**src/sv/sfs_pkg.sv**
```systemverilog
// Shared types, codes and microcode store for the sprite frame sequencer.
// No dependencies; used by sfs_seq and sprite_frame_sequencer.
package sfs_pkg;

  localparam int MAX_FRAMES_DEF = 16;

  // Wide enough for a forward sum of two 32-bit values
  localparam int DIV_BITS = 33;
  localparam int DCNT_W   = 6;

  localparam logic [1:0] OP_LOAD    = 2'd0;
  localparam logic [1:0] OP_ADVANCE = 2'd1;
  localparam logic [1:0] OP_SET     = 2'd2;

  localparam int PC_W = 5;

  localparam logic [PC_W-1:0] PC_LD0  = 5'd0;
  localparam logic [PC_W-1:0] PC_LD1  = 5'd1;
  localparam logic [PC_W-1:0] PC_ST0  = 5'd2;
  localparam logic [PC_W-1:0] PC_AD0  = 5'd3;
  localparam logic [PC_W-1:0] PC_AD1  = 5'd4;
  localparam logic [PC_W-1:0] PC_AD2  = 5'd5;
  localparam logic [PC_W-1:0] PC_AD3  = 5'd6;
  localparam logic [PC_W-1:0] PC_DV0  = 5'd7;
  localparam logic [PC_W-1:0] PC_DV1  = 5'd8;
  localparam logic [PC_W-1:0] PC_WSEL = 5'd9;
  localparam logic [PC_W-1:0] PC_WF0  = 5'd10;
  localparam logic [PC_W-1:0] PC_WF1  = 5'd11;
  localparam logic [PC_W-1:0] PC_WF2  = 5'd12;
  localparam logic [PC_W-1:0] PC_WB0  = 5'd13;
  localparam logic [PC_W-1:0] PC_WB1  = 5'd14;
  localparam logic [PC_W-1:0] PC_WB2  = 5'd15;
  localparam logic [PC_W-1:0] PC_ZR   = 5'd16;
  localparam logic [PC_W-1:0] PC_DONE = 5'd17;

  typedef enum logic [3:0] {
    ACT_NONE,
    ACT_LOAD,
    ACT_CLEAR,
    ACT_TOTAL,
    ACT_SUM,
    ACT_CLASSIFY,
    ACT_DIV_STEP,
    ACT_FIX,
    ACT_FWD_STEP,
    ACT_BWD_STEP,
    ACT_ZERO,
    ACT_FINISH
  } act_e;

  typedef enum logic [2:0] {
    COND_NEXT,
    COND_ALWAYS,
    COND_TOTAL_ZERO,
    COND_NO_WRAP,
    COND_DIV_MORE,
    COND_BWD,
    COND_FWD_MORE,
    COND_BWD_MORE
  } cond_e;

  typedef enum logic [1:0] {
    ASEL_SLOT_PREV,
    ASEL_LAST,
    ASEL_FRAME,
    ASEL_FRAME_M1
  } asel_e;

  typedef struct packed {
    act_e            act;
    cond_e           cond;
    asel_e           asel;
    logic [PC_W-1:0] target;
  } uword_t;

  typedef struct packed {
    logic total_zero;
    logic no_wrap;
    logic div_more;
    logic bwd;
    logic fwd_more;
    logic bwd_more;
  } flags_t;

  function automatic logic [PC_W-1:0] entry_pc(logic [1:0] op);
    logic [PC_W-1:0] pc;
    unique case (op)
      OP_LOAD:    pc = PC_LD0;
      OP_ADVANCE: pc = PC_AD0;
      OP_SET:     pc = PC_ST0;
      default:    pc = PC_DONE;
    endcase
    return pc;
  endfunction

  function automatic uword_t ucode(logic [PC_W-1:0] pc);
    uword_t w;
    unique case (pc)
      PC_LD0:  w = '{ACT_NONE,     COND_NEXT,       ASEL_SLOT_PREV, PC_DONE};
      PC_LD1:  w = '{ACT_LOAD,     COND_ALWAYS,     ASEL_SLOT_PREV, PC_DONE};
      PC_ST0:  w = '{ACT_CLEAR,    COND_NEXT,       ASEL_LAST,      PC_DONE};
      PC_AD0:  w = '{ACT_NONE,     COND_NEXT,       ASEL_LAST,      PC_DONE};
      PC_AD1:  w = '{ACT_TOTAL,    COND_TOTAL_ZERO, ASEL_LAST,      PC_ZR};
      PC_AD2:  w = '{ACT_SUM,      COND_NEXT,       ASEL_LAST,      PC_DONE};
      PC_AD3:  w = '{ACT_CLASSIFY, COND_NO_WRAP,    ASEL_LAST,      PC_WSEL};
      PC_DV0:  w = '{ACT_DIV_STEP, COND_DIV_MORE,   ASEL_LAST,      PC_DV0};
      PC_DV1:  w = '{ACT_FIX,      COND_NEXT,       ASEL_LAST,      PC_DONE};
      PC_WSEL: w = '{ACT_NONE,     COND_BWD,        ASEL_FRAME,     PC_WB0};
      PC_WF0:  w = '{ACT_NONE,     COND_NEXT,       ASEL_FRAME,     PC_DONE};
      PC_WF1:  w = '{ACT_FWD_STEP, COND_FWD_MORE,   ASEL_FRAME,     PC_WF0};
      PC_WF2:  w = '{ACT_NONE,     COND_ALWAYS,     ASEL_FRAME,     PC_DONE};
      PC_WB0:  w = '{ACT_NONE,     COND_NEXT,       ASEL_FRAME_M1,  PC_DONE};
      PC_WB1:  w = '{ACT_BWD_STEP, COND_BWD_MORE,   ASEL_FRAME_M1,  PC_WB0};
      PC_WB2:  w = '{ACT_NONE,     COND_ALWAYS,     ASEL_FRAME,     PC_DONE};
      PC_ZR:   w = '{ACT_ZERO,     COND_NEXT,       ASEL_FRAME,     PC_DONE};
      PC_DONE: w = '{ACT_FINISH,   COND_NEXT,       ASEL_FRAME,     PC_DONE};
      default: w = '{ACT_NONE,     COND_ALWAYS,     ASEL_FRAME,     PC_DONE};
    endcase
    return w;
  endfunction

endpackage

```
**src/sv/sprite_frame_sequencer.sv**
```systemverilog
// Looping sprite animation timer: frame end table, 16.16 time, frame walk.
// Depends on sfs_pkg, sfs_ram (end time table) and sfs_seq (microcode control).
//
//  channel | valid / ready           | payload
//  --------+-------------------------+----------------------------------------
//  in      | in_valid_i / in_ready_o | operation_i, frame_slot_i, amount_i
//  out     | out_valid_o/out_ready_i | frame_index_o, time_now_o, no_wrap_o
//  cfg     | cfg_valid_i/cfg_ready_o | cfg_frame_count_i
//
// One item at a time: an advance reads the total, sums, classifies and walks
// the frames (a set clears first); a zero total goes straight to time 0, and a
// wrap adds a serial remainder over the 33-bit sum. The walk steps frame by
// frame through the single registered read port of the end time table. A new
// item is taken while the previous result waits in the output register; the
// last step stalls until that register is free.
// Reset gives time 0, frame 0, frame count 1.
module sprite_frame_sequencer #(
  parameter int MAX_FRAMES = sfs_pkg::MAX_FRAMES_DEF
) (
  input  logic        clk_i,
  input  logic        rst_ni,
  input  logic        in_valid_i,
  output logic        in_ready_o,
  input  logic [1:0]  operation_i,
  input  logic [3:0]  frame_slot_i,
  input  logic signed [31:0] amount_i,
  output logic        out_valid_o,
  input  logic        out_ready_i,
  output logic [3:0]  frame_index_o,
  output logic [31:0] time_now_o,
  output logic        no_wrap_o,
  input  logic        cfg_valid_i,
  output logic        cfg_ready_o,
  input  logic [4:0]  cfg_frame_count_i
);

  localparam int FW = $clog2(MAX_FRAMES);

  logic [4:0]    frame_count_q;
  logic [31:0]   time_q;
  logic [FW-1:0] frame_q;
  logic [3:0]    slot_q;
  logic [31:0]   amount_q;
  logic [31:0]   total_q;
  logic [33:0]   acc_q;
  logic [sfs_pkg::DIV_BITS-1:0] div_q;
  logic [31:0]   rem_q;
  logic [sfs_pkg::DCNT_W-1:0] cnt_q;
  logic          kept_q;
  logic          out_valid_q;

  logic            in_acc;
  logic            out_free;
  logic            busy;
  logic            finish;
  sfs_pkg::uword_t uw;
  sfs_pkg::flags_t flags;

  logic [FW-1:0] last;
  logic [FW-1:0] raddr;
  logic [31:0]   rdata;
  logic          we;
  logic [31:0]   wdata;
  logic          slot_ok;
  logic          bwd;
  logic [32:0]   load_sum;
  logic [32:0]   trial;
  logic [33:0]   acc_neg;

  assign in_acc      = in_valid_i && in_ready_o;
  assign in_ready_o  = !busy;
  assign cfg_ready_o = 1'b1;
  assign out_valid_o = out_valid_q;
  assign out_free    = !out_valid_q || out_ready_i;
  assign bwd         = amount_q[31];

  // frame count 0 acts as 1, above the table size as the table size
  always_comb begin
    if (frame_count_q == 5'd0) begin
      last = '0;
    end else if (32'(frame_count_q) > 32'(MAX_FRAMES)) begin
      last = FW'(MAX_FRAMES - 1);
    end else begin
      last = FW'(frame_count_q - 5'd1);
    end
  end

  always_comb begin
    unique case (uw.asel)
      sfs_pkg::ASEL_SLOT_PREV: raddr = FW'(slot_q - 4'd1);
      sfs_pkg::ASEL_LAST:      raddr = last;
      sfs_pkg::ASEL_FRAME:     raddr = frame_q;
      sfs_pkg::ASEL_FRAME_M1:  raddr = frame_q - 1'b1;
      default:                 raddr = frame_q;
    endcase
  end

  // load: previous end time plus non-negative duration, saturated
  assign slot_ok  = 32'(slot_q) < 32'(MAX_FRAMES);
  assign load_sum = {1'b0, ((slot_q == 4'd0) ? 32'd0 : rdata)}
                  + {1'b0, (amount_q[31] ? 32'd0 : amount_q)};
  assign wdata    = load_sum[32] ? 32'hFFFF_FFFF : load_sum[31:0];
  assign we       = busy && (uw.act == sfs_pkg::ACT_LOAD) && slot_ok;

  assign trial   = {rem_q, div_q[sfs_pkg::DIV_BITS-1]};
  assign acc_neg = 34'd0 - acc_q;

  always_comb begin
    flags.total_zero = (rdata == 32'd0);
    flags.no_wrap    = bwd ? !acc_q[33] : (acc_q[32:0] < {1'b0, total_q});
    flags.div_more   = (cnt_q != '0);
    flags.bwd        = bwd;
    flags.fwd_more   = (frame_q < last) && (time_q >= rdata);
    flags.bwd_more   = (frame_q != '0) && (time_q < rdata);
  end

  sfs_ram #(
    .WIDTH (32),
    .DEPTH (MAX_FRAMES)
  ) u_end_ram (
    .clk_i   (clk_i),
    .we_i    (we),
    .waddr_i (FW'(slot_q)),
    .wdata_i (wdata),
    .raddr_i (raddr),
    .rdata_o (rdata)
  );

  sfs_seq u_seq (
    .clk_i      (clk_i),
    .rst_ni     (rst_ni),
    .start_i    (in_acc),
    .op_i       (operation_i),
    .flags_i    (flags),
    .out_free_i (out_free),
    .uword_o    (uw),
    .busy_o     (busy),
    .finish_o   (finish)
  );

  // item payload and working registers
  always_ff @(posedge clk_i) begin
    if (in_acc) begin
      slot_q   <= frame_slot_i;
      amount_q <= amount_i;
    end
    if (busy) begin
      case (uw.act)
        sfs_pkg::ACT_TOTAL: total_q <= rdata;
        sfs_pkg::ACT_SUM:   acc_q   <= {2'b00, time_q} + {{2{amount_q[31]}}, amount_q};
        sfs_pkg::ACT_CLASSIFY: begin
          div_q <= bwd ? acc_neg[sfs_pkg::DIV_BITS-1:0] : acc_q[sfs_pkg::DIV_BITS-1:0];
          rem_q <= '0;
          cnt_q <= sfs_pkg::DCNT_W'(sfs_pkg::DIV_BITS - 1);
        end
        sfs_pkg::ACT_DIV_STEP: begin
          rem_q <= (trial >= {1'b0, total_q}) ? 32'(trial - {1'b0, total_q})
                                              : trial[31:0];
          div_q <= div_q << 1;
          cnt_q <= cnt_q - 1'b1;
        end
        default: ;
      endcase
    end
    if (finish) begin
      frame_index_o <= 4'(frame_q);
      time_now_o    <= time_q;
      no_wrap_o     <= kept_q;
    end
  end

  // animation state
  always_ff @(posedge clk_i or negedge rst_ni) begin
    if (!rst_ni) begin
      frame_count_q <= 5'd1;
      time_q        <= '0;
      frame_q       <= '0;
      kept_q        <= 1'b1;
      out_valid_q   <= 1'b0;
    end else begin
      if (in_acc) begin
        kept_q <= 1'b1;
      end
      if (busy) begin
        case (uw.act) inside
          sfs_pkg::ACT_LOAD, sfs_pkg::ACT_CLEAR: begin
            time_q  <= '0;
            frame_q <= '0;
          end
          sfs_pkg::ACT_ZERO: begin
            time_q  <= '0;
            frame_q <= '0;
            kept_q  <= 1'b1;
          end
          sfs_pkg::ACT_CLASSIFY: begin
            if (flags.no_wrap) begin
              time_q <= acc_q[31:0];
            end else begin
              kept_q  <= 1'b0;
              frame_q <= bwd ? last : '0;
            end
          end
          sfs_pkg::ACT_FIX: begin
            if (!bwd) begin
              time_q <= rem_q;
            end else begin
              time_q <= (rem_q == 32'd0) ? 32'd0 : total_q - rem_q;
            end
          end
          sfs_pkg::ACT_FWD_STEP: begin
            if (flags.fwd_more) begin
              frame_q <= frame_q + 1'b1;
            end
          end
          sfs_pkg::ACT_BWD_STEP: begin
            if (flags.bwd_more) begin
              frame_q <= frame_q - 1'b1;
            end
          end
          default: ;
        endcase
      end
      if (finish) begin
        out_valid_q <= 1'b1;
      end else if (out_ready_i) begin
        out_valid_q <= 1'b0;
      end
      // restart on a frame count write
      if (cfg_valid_i && cfg_ready_o) begin
        frame_count_q <= cfg_frame_count_i;
        time_q        <= '0;
        frame_q       <= '0;
      end
    end
  end

  // an accepted item occupies the sequencer on the next cycle
  a_start_busy: assert property (@(posedge clk_i) disable iff (!rst_ni)
    in_acc |=> busy)
    else $error("sequencer not busy after item accept");

  // a completed program leaves a result in the output register and goes idle
  a_finish_out: assert property (@(posedge clk_i) disable iff (!rst_ni)
    finish |=> (out_valid_o && !busy))
    else $error("finish did not load output register");

  // a blocked last step keeps the item in flight instead of dropping it
  a_finish_hold: assert property (@(posedge clk_i) disable iff (!rst_ni)
    (busy && (uw.act == sfs_pkg::ACT_FINISH) && out_valid_o && !out_ready_i)
      |=> (busy && (uw.act == sfs_pkg::ACT_FINISH)))
    else $error("result lost while output stalled");

  // the remainder loop never runs past its step count
  a_div_count: assert property (@(posedge clk_i) disable iff (!rst_ni)
    (busy && (uw.act == sfs_pkg::ACT_DIV_STEP) && (cnt_q == '0))
      |=> (uw.act == sfs_pkg::ACT_FIX))
    else $error("remainder loop overran");

endmodule

```
**src/sv/sfs_ram.sv**
```systemverilog
// Generic single-write, single-read RAM with registered read data.
// No dependencies.
module sfs_ram #(
  parameter int WIDTH = 32,
  parameter int DEPTH = 16
) (
  input  logic                     clk_i,
  input  logic                     we_i,
  input  logic [$clog2(DEPTH)-1:0] waddr_i,
  input  logic [WIDTH-1:0]         wdata_i,
  input  logic [$clog2(DEPTH)-1:0] raddr_i,
  output logic [WIDTH-1:0]         rdata_o
);

  logic [WIDTH-1:0] mem [DEPTH];

  always_ff @(posedge clk_i) begin
    if (we_i) begin
      mem[waddr_i] <= wdata_i;
    end
    rdata_o <= mem[raddr_i];
  end

endmodule

```
**src/sv/sfs_seq.sv**
```systemverilog
// Microcode sequencer: step counter, control store lookup and jump logic.
// Depends on sfs_pkg (control word, flags, program).
module sfs_seq (
  input  logic                        clk_i,
  input  logic                        rst_ni,
  input  logic                        start_i,
  input  logic [1:0]                  op_i,
  input  sfs_pkg::flags_t             flags_i,
  input  logic                        out_free_i,
  output sfs_pkg::uword_t             uword_o,
  output logic                        busy_o,
  output logic                        finish_o
);

  logic [sfs_pkg::PC_W-1:0] pc_q, pc_d;
  logic                     busy_q, busy_d;
  logic                     take;

  assign uword_o  = sfs_pkg::ucode(pc_q);
  assign busy_o   = busy_q;
  assign finish_o = busy_q && (uword_o.act == sfs_pkg::ACT_FINISH) && out_free_i;

  always_comb begin
    unique case (uword_o.cond)
      sfs_pkg::COND_NEXT:       take = 1'b0;
      sfs_pkg::COND_ALWAYS:     take = 1'b1;
      sfs_pkg::COND_TOTAL_ZERO: take = flags_i.total_zero;
      sfs_pkg::COND_NO_WRAP:    take = flags_i.no_wrap;
      sfs_pkg::COND_DIV_MORE:   take = flags_i.div_more;
      sfs_pkg::COND_BWD:        take = flags_i.bwd;
      sfs_pkg::COND_FWD_MORE:   take = flags_i.fwd_more;
      sfs_pkg::COND_BWD_MORE:   take = flags_i.bwd_more;
      default:                  take = 1'b0;
    endcase
  end

  always_comb begin
    pc_d   = pc_q;
    busy_d = busy_q;
    if (!busy_q) begin
      if (start_i) begin
        pc_d   = sfs_pkg::entry_pc(op_i);
        busy_d = 1'b1;
      end
    end else if (uword_o.act == sfs_pkg::ACT_FINISH) begin
      // hold on the last step until the output register is free
      if (out_free_i) begin
        busy_d = 1'b0;
      end
    end else if (take) begin
      pc_d = uword_o.target;
    end else begin
      pc_d = pc_q + 1'b1;
    end
  end

  always_ff @(posedge clk_i or negedge rst_ni) begin
    if (!rst_ni) begin
      pc_q   <= sfs_pkg::PC_DONE;
      busy_q <= 1'b0;
    end else begin
      pc_q   <= pc_d;
      busy_q <= busy_d;
    end
  end

endmodule
```
**config.mk**
```make
export PLATFORM = sky130hd
export DESIGN_NAME = sprite_frame_sequencer
export DESIGN_NICKNAME = d
export VERILOG_FILES = /design/src/sv/sfs_pkg.sv /design/src/sv/sprite_frame_sequencer.sv /design/src/sv/sfs_ram.sv /design/src/sv/sfs_seq.sv
export SDC_FILE = /design/constraint.sdc
export NUM_CORES = 2
export LEC_CHECK = 0
export BUFFER_PORTS_ARGS = -buffer_cell sky130_fd_sc_hd__buf_2
export CAP_MARGIN = 40
export CORE_ASPECT_RATIO = 1.5
export CORE_MARGIN = 2
export CORE_UTILIZATION = 60
export CTS_CLUSTER_SIZE = 40
export DETAILED_ROUTE_END_ITERATION = 10
export PLACE_DENSITY = 0.85
export SYNTH_ARGS = -nofsm -noshare
export SYNTH_HDL_FRONTEND = slang
export SYNTH_SLANG_ARGS = --single-unit
```
**constraint.sdc**
```tcl
create_clock -name clk_i -period 7.6 [get_ports clk_i]
set_input_delay 1.52 -clock clk_i [delete_from_list [all_inputs] [get_ports clk_i]]
set_output_delay 1.52 -clock clk_i [all_outputs]
set_load 0.005 [all_outputs]
```
==> run metrics <==
Final setup viols=0; maximum vdd drop=roughly 0.00041 V; commonest non-fill, non-tap cell in the layout=edfxtp_1; ranking of synthesized cells by area=edfxtp_1 53%, ha_1 6.5%, nand2_1 4.0%; Total GRT Usage=between 30 and 40%; synthesis-stage register bit count=roughly 800; max_slew headroom=28.6%; clk sinks=803; clk_lat worst skew=around 0.66 ns; reg2reg setup slack=~2.1 ns; Mapped Area=between 0.04 and 0.05 mm²; worst setup slack after layout=slightly above 2 ns; cell area power density=397 mW/mm²; Setup CP Type=reg2reg; height of the chip=324 µm; final hold violations=0; hold buffer count at CTS=0; CTS tree=yes; final period demand of the worst path=about 5.5 ns; Hold Crit Class=reg2reg; Worst EP required=7.88 ns; # rows=between 100 and 150; initial antenna violation count=0; Core Area=0.0678 mm²; Syn-to-layout area delta=9.80%; Clk pin slew, worst setup/hold paths=about 0.06 ns; share of layout cells above drive strength 1=a little under 10%; final layout net count=3,840; WP data arrival=a little under 6 ns; Initial Util=60.6%; leading area contributor after synthesis=edfxtp_1; Iter 0 DRT Violations=approximately 3,500; Peak Freq=181 MHz; post-synthesis async set-or-reset flop share=under 10%; wire per inst=about 24 µm; unrepaired setup endpoints after global routing=false; die area=between 0.07 and 0.08 mm²; I/O pins=88; Tot Pwr=17.9 mW; nature of the critical path endpoint=flip-flop; Remaining DRCs=0; pin count of the biggest net entering global routing=approximately 170; die extent in x=about 220 µm; syn nets=3,775; setup TNS=0 ns; EDFF count, synth=722; Post CTS Setup Buffer Count=0; post-synth cell types=about 110; clk_skew=0.0242 ns; via/cell ratio=roughly 6.5; # diodes=0; CTS Buf Count=73; first-pass GRT wire length=161,000 µm; synth warn=0; pins over their slew limit=0; synthesized instance count=roughly 3,500; worst slew pin tran=1.07 ns; htree depth=3; Leakage=17.2 nW; vias in the first global route=about 29,000; syn_area_per_cell=roughly 12 µm²; Post-Place Setup Slack=between 2 and 2.5 ns; commonest cells after routing, fill and taps aside=722 x edfxtp_1, 437 x nand2_1, 214 x ha_1; Detailed Route WL=between 100,000 and 150,000 µm; Final Cycle Share=between 70 and 80%; prevailing post-synth register cell=edfxtp_1; DR vias=roughly 29,000; # port buffers=between 80 and 90; critical path peak fanout=16; DP HPWL=roughly 70,000 µm; clock root cell=clkbuf_16; Seq/Total Area, Yosys=between 50% and 60%; Yosys top cell area share=around 53%; CTS Buffer Depth=3; TritonRoute pass-1 iters=6; Gates resized, CTS repair=0; GP Congestion=0.991; status=complete, no violations; ANT nets after route=0; gr ovfl total=0; max_cap viols=0; startpoint types=flip-flop
power breakdown:
group          internal [mW]  total (mW)  switching, mW  leakage [nW]
Sequential              6.30        6.81          0.511          7.36
Clock                   2.20        3.89           1.68          1.24
Combinational           2.46        7.18           4.72          8.64
area by class of cell:
class | count | area (µm²)
sequential | 803 | 23600
timing repair buffer | 144 | 976
tap | 892 | 1120
fill | 4631 | 22700
multi-input combinational | 2391 | 16300
clock inverter | 33 | 485
clock buffer | 102 | 2090
inverter | 161 | 604
cells in the mapped netlist (all sizes together), types with 6 or more instances:
cell / instances
o21a: 24
and3: 13
nand3: 141
a311oi: 23
or3: 19
nand4: 44
nor2b: 53
mux4: 22
mux2i: 123
xor2: 72
inv: 161
buf: 76
xnor2: 67
o2111ai: 7
and2: 53
clkbuf: 76
and4: 7
o211ai: 24
a21o: 68
dfxtp: 32
o31a: 7
dfrtp: 45
nand2b: 29
o21ai: 154
ha: 214
a221o: 6
nand2: 437
o31ai: 27
o21bai: 16
a221oi: 17
nor2: 204
nor3: 54
edfxtp: 722
a211oi: 69
or4: 7
o221ai: 20
nor4: 26
a21oi: 207
a31oi: 41
flip-flops by register name (all words and copies together), names as in the netlist:
| signal | flops |
|---|---|
| out_valid_o | 1 |
| slot_q | 4 |
| cnt_q | 6 |
| frame_q | 4 |
| u_end_ram.rdata_o | 32 |
| rem_q | 32 |
| no_wrap_o | 1 |
| frame_count_q | 5 |
| acc_q | 34 |
| u_seq.pc_q | 5 |
| u_end_ram.mem | 512 |
| kept_q | 1 |
| amount_q | 32 |
| time_now_o | 32 |
| total_q | 32 |
| time_q | 32 |
| u_seq.busy_o | 1 |
| div_q | 33 |
| frame_index_o | 4 |
path summary, 6_finish.rpt:
| path | from | to | cells past startpoint |
|---|---|---|---|
| hold reg to reg | u_end_ram.rdata_o[28] | total_q[28] | 0 |
| min in group asynchronous | rst_ni | frame_count_q[3] | 2 |
| setup / recovery | slot_q[0] | u_end_ram.mem[15][20] | 17 |
| max in group asynchronous | rst_ni | time_q[27] | 2 |
| hold / removal | u_end_ram.rdata_o[28] | total_q[28] | 0 |
| setup reg to reg | slot_q[0] | u_end_ram.mem[15][20] | 17 |
per-stage QoR:
step           util [%]  cell area, µm²  hold slack (ns)  cells
3_3_place_gp       62.5           42300            0.441   4381
6_report           66.5           45100            0.469   4526
4_1_cts            66.5           45100            0.457   4526
3_5_place_dp       62.7           42500            0.446   4391
2_1_floorplan         -           41100            0.431   3509
5_1_grt            66.5           45100            0.494   4526
worst max-delay path, cell delays in order (launching register included):
cell	delay, ns
edfxtp_1	0.48
inv_1	0.15
ha_1	0.21
inv_1	0.11
or3_1	0.40
and2_1	0.20
ha_1	0.21
inv_1	0.07
fa_1	0.18
nor2b_1	0.08
o31a_1	0.28
o221a_2	0.30
o21ai_0	0.54
o2111ai_1	0.26
and2_1	0.23
a31oi_2	0.70
buf_4	0.40
nand2_1	0.36
layer usage:
layer / wire, µm / vias to the layer above / global-route usage (%)
li1: - / 13222 / -
met2: 53000 / 1628 / 51.2
met4: 6690 / 0 / 18.9
met1: 37500 / 14067 / 35.3
met5: 0 / - / 0
met3: 9290 / 360 / 4.73
kinds of logic (layout without fill, tap and decap cells):
family	count (synthesis)	after routing	synth area share, %
simple gates	1107	1107	12.7
flops	803	803	57.4
compound gates	774	774	12.5
buf+inv	315	440	3.44
fa+ha+maj	220	220	6.77
mux	150	150	4.34
xor+xnor	139	139	2.96
other cells	1	1	0.00913
(Power assumes the default switching activity.)
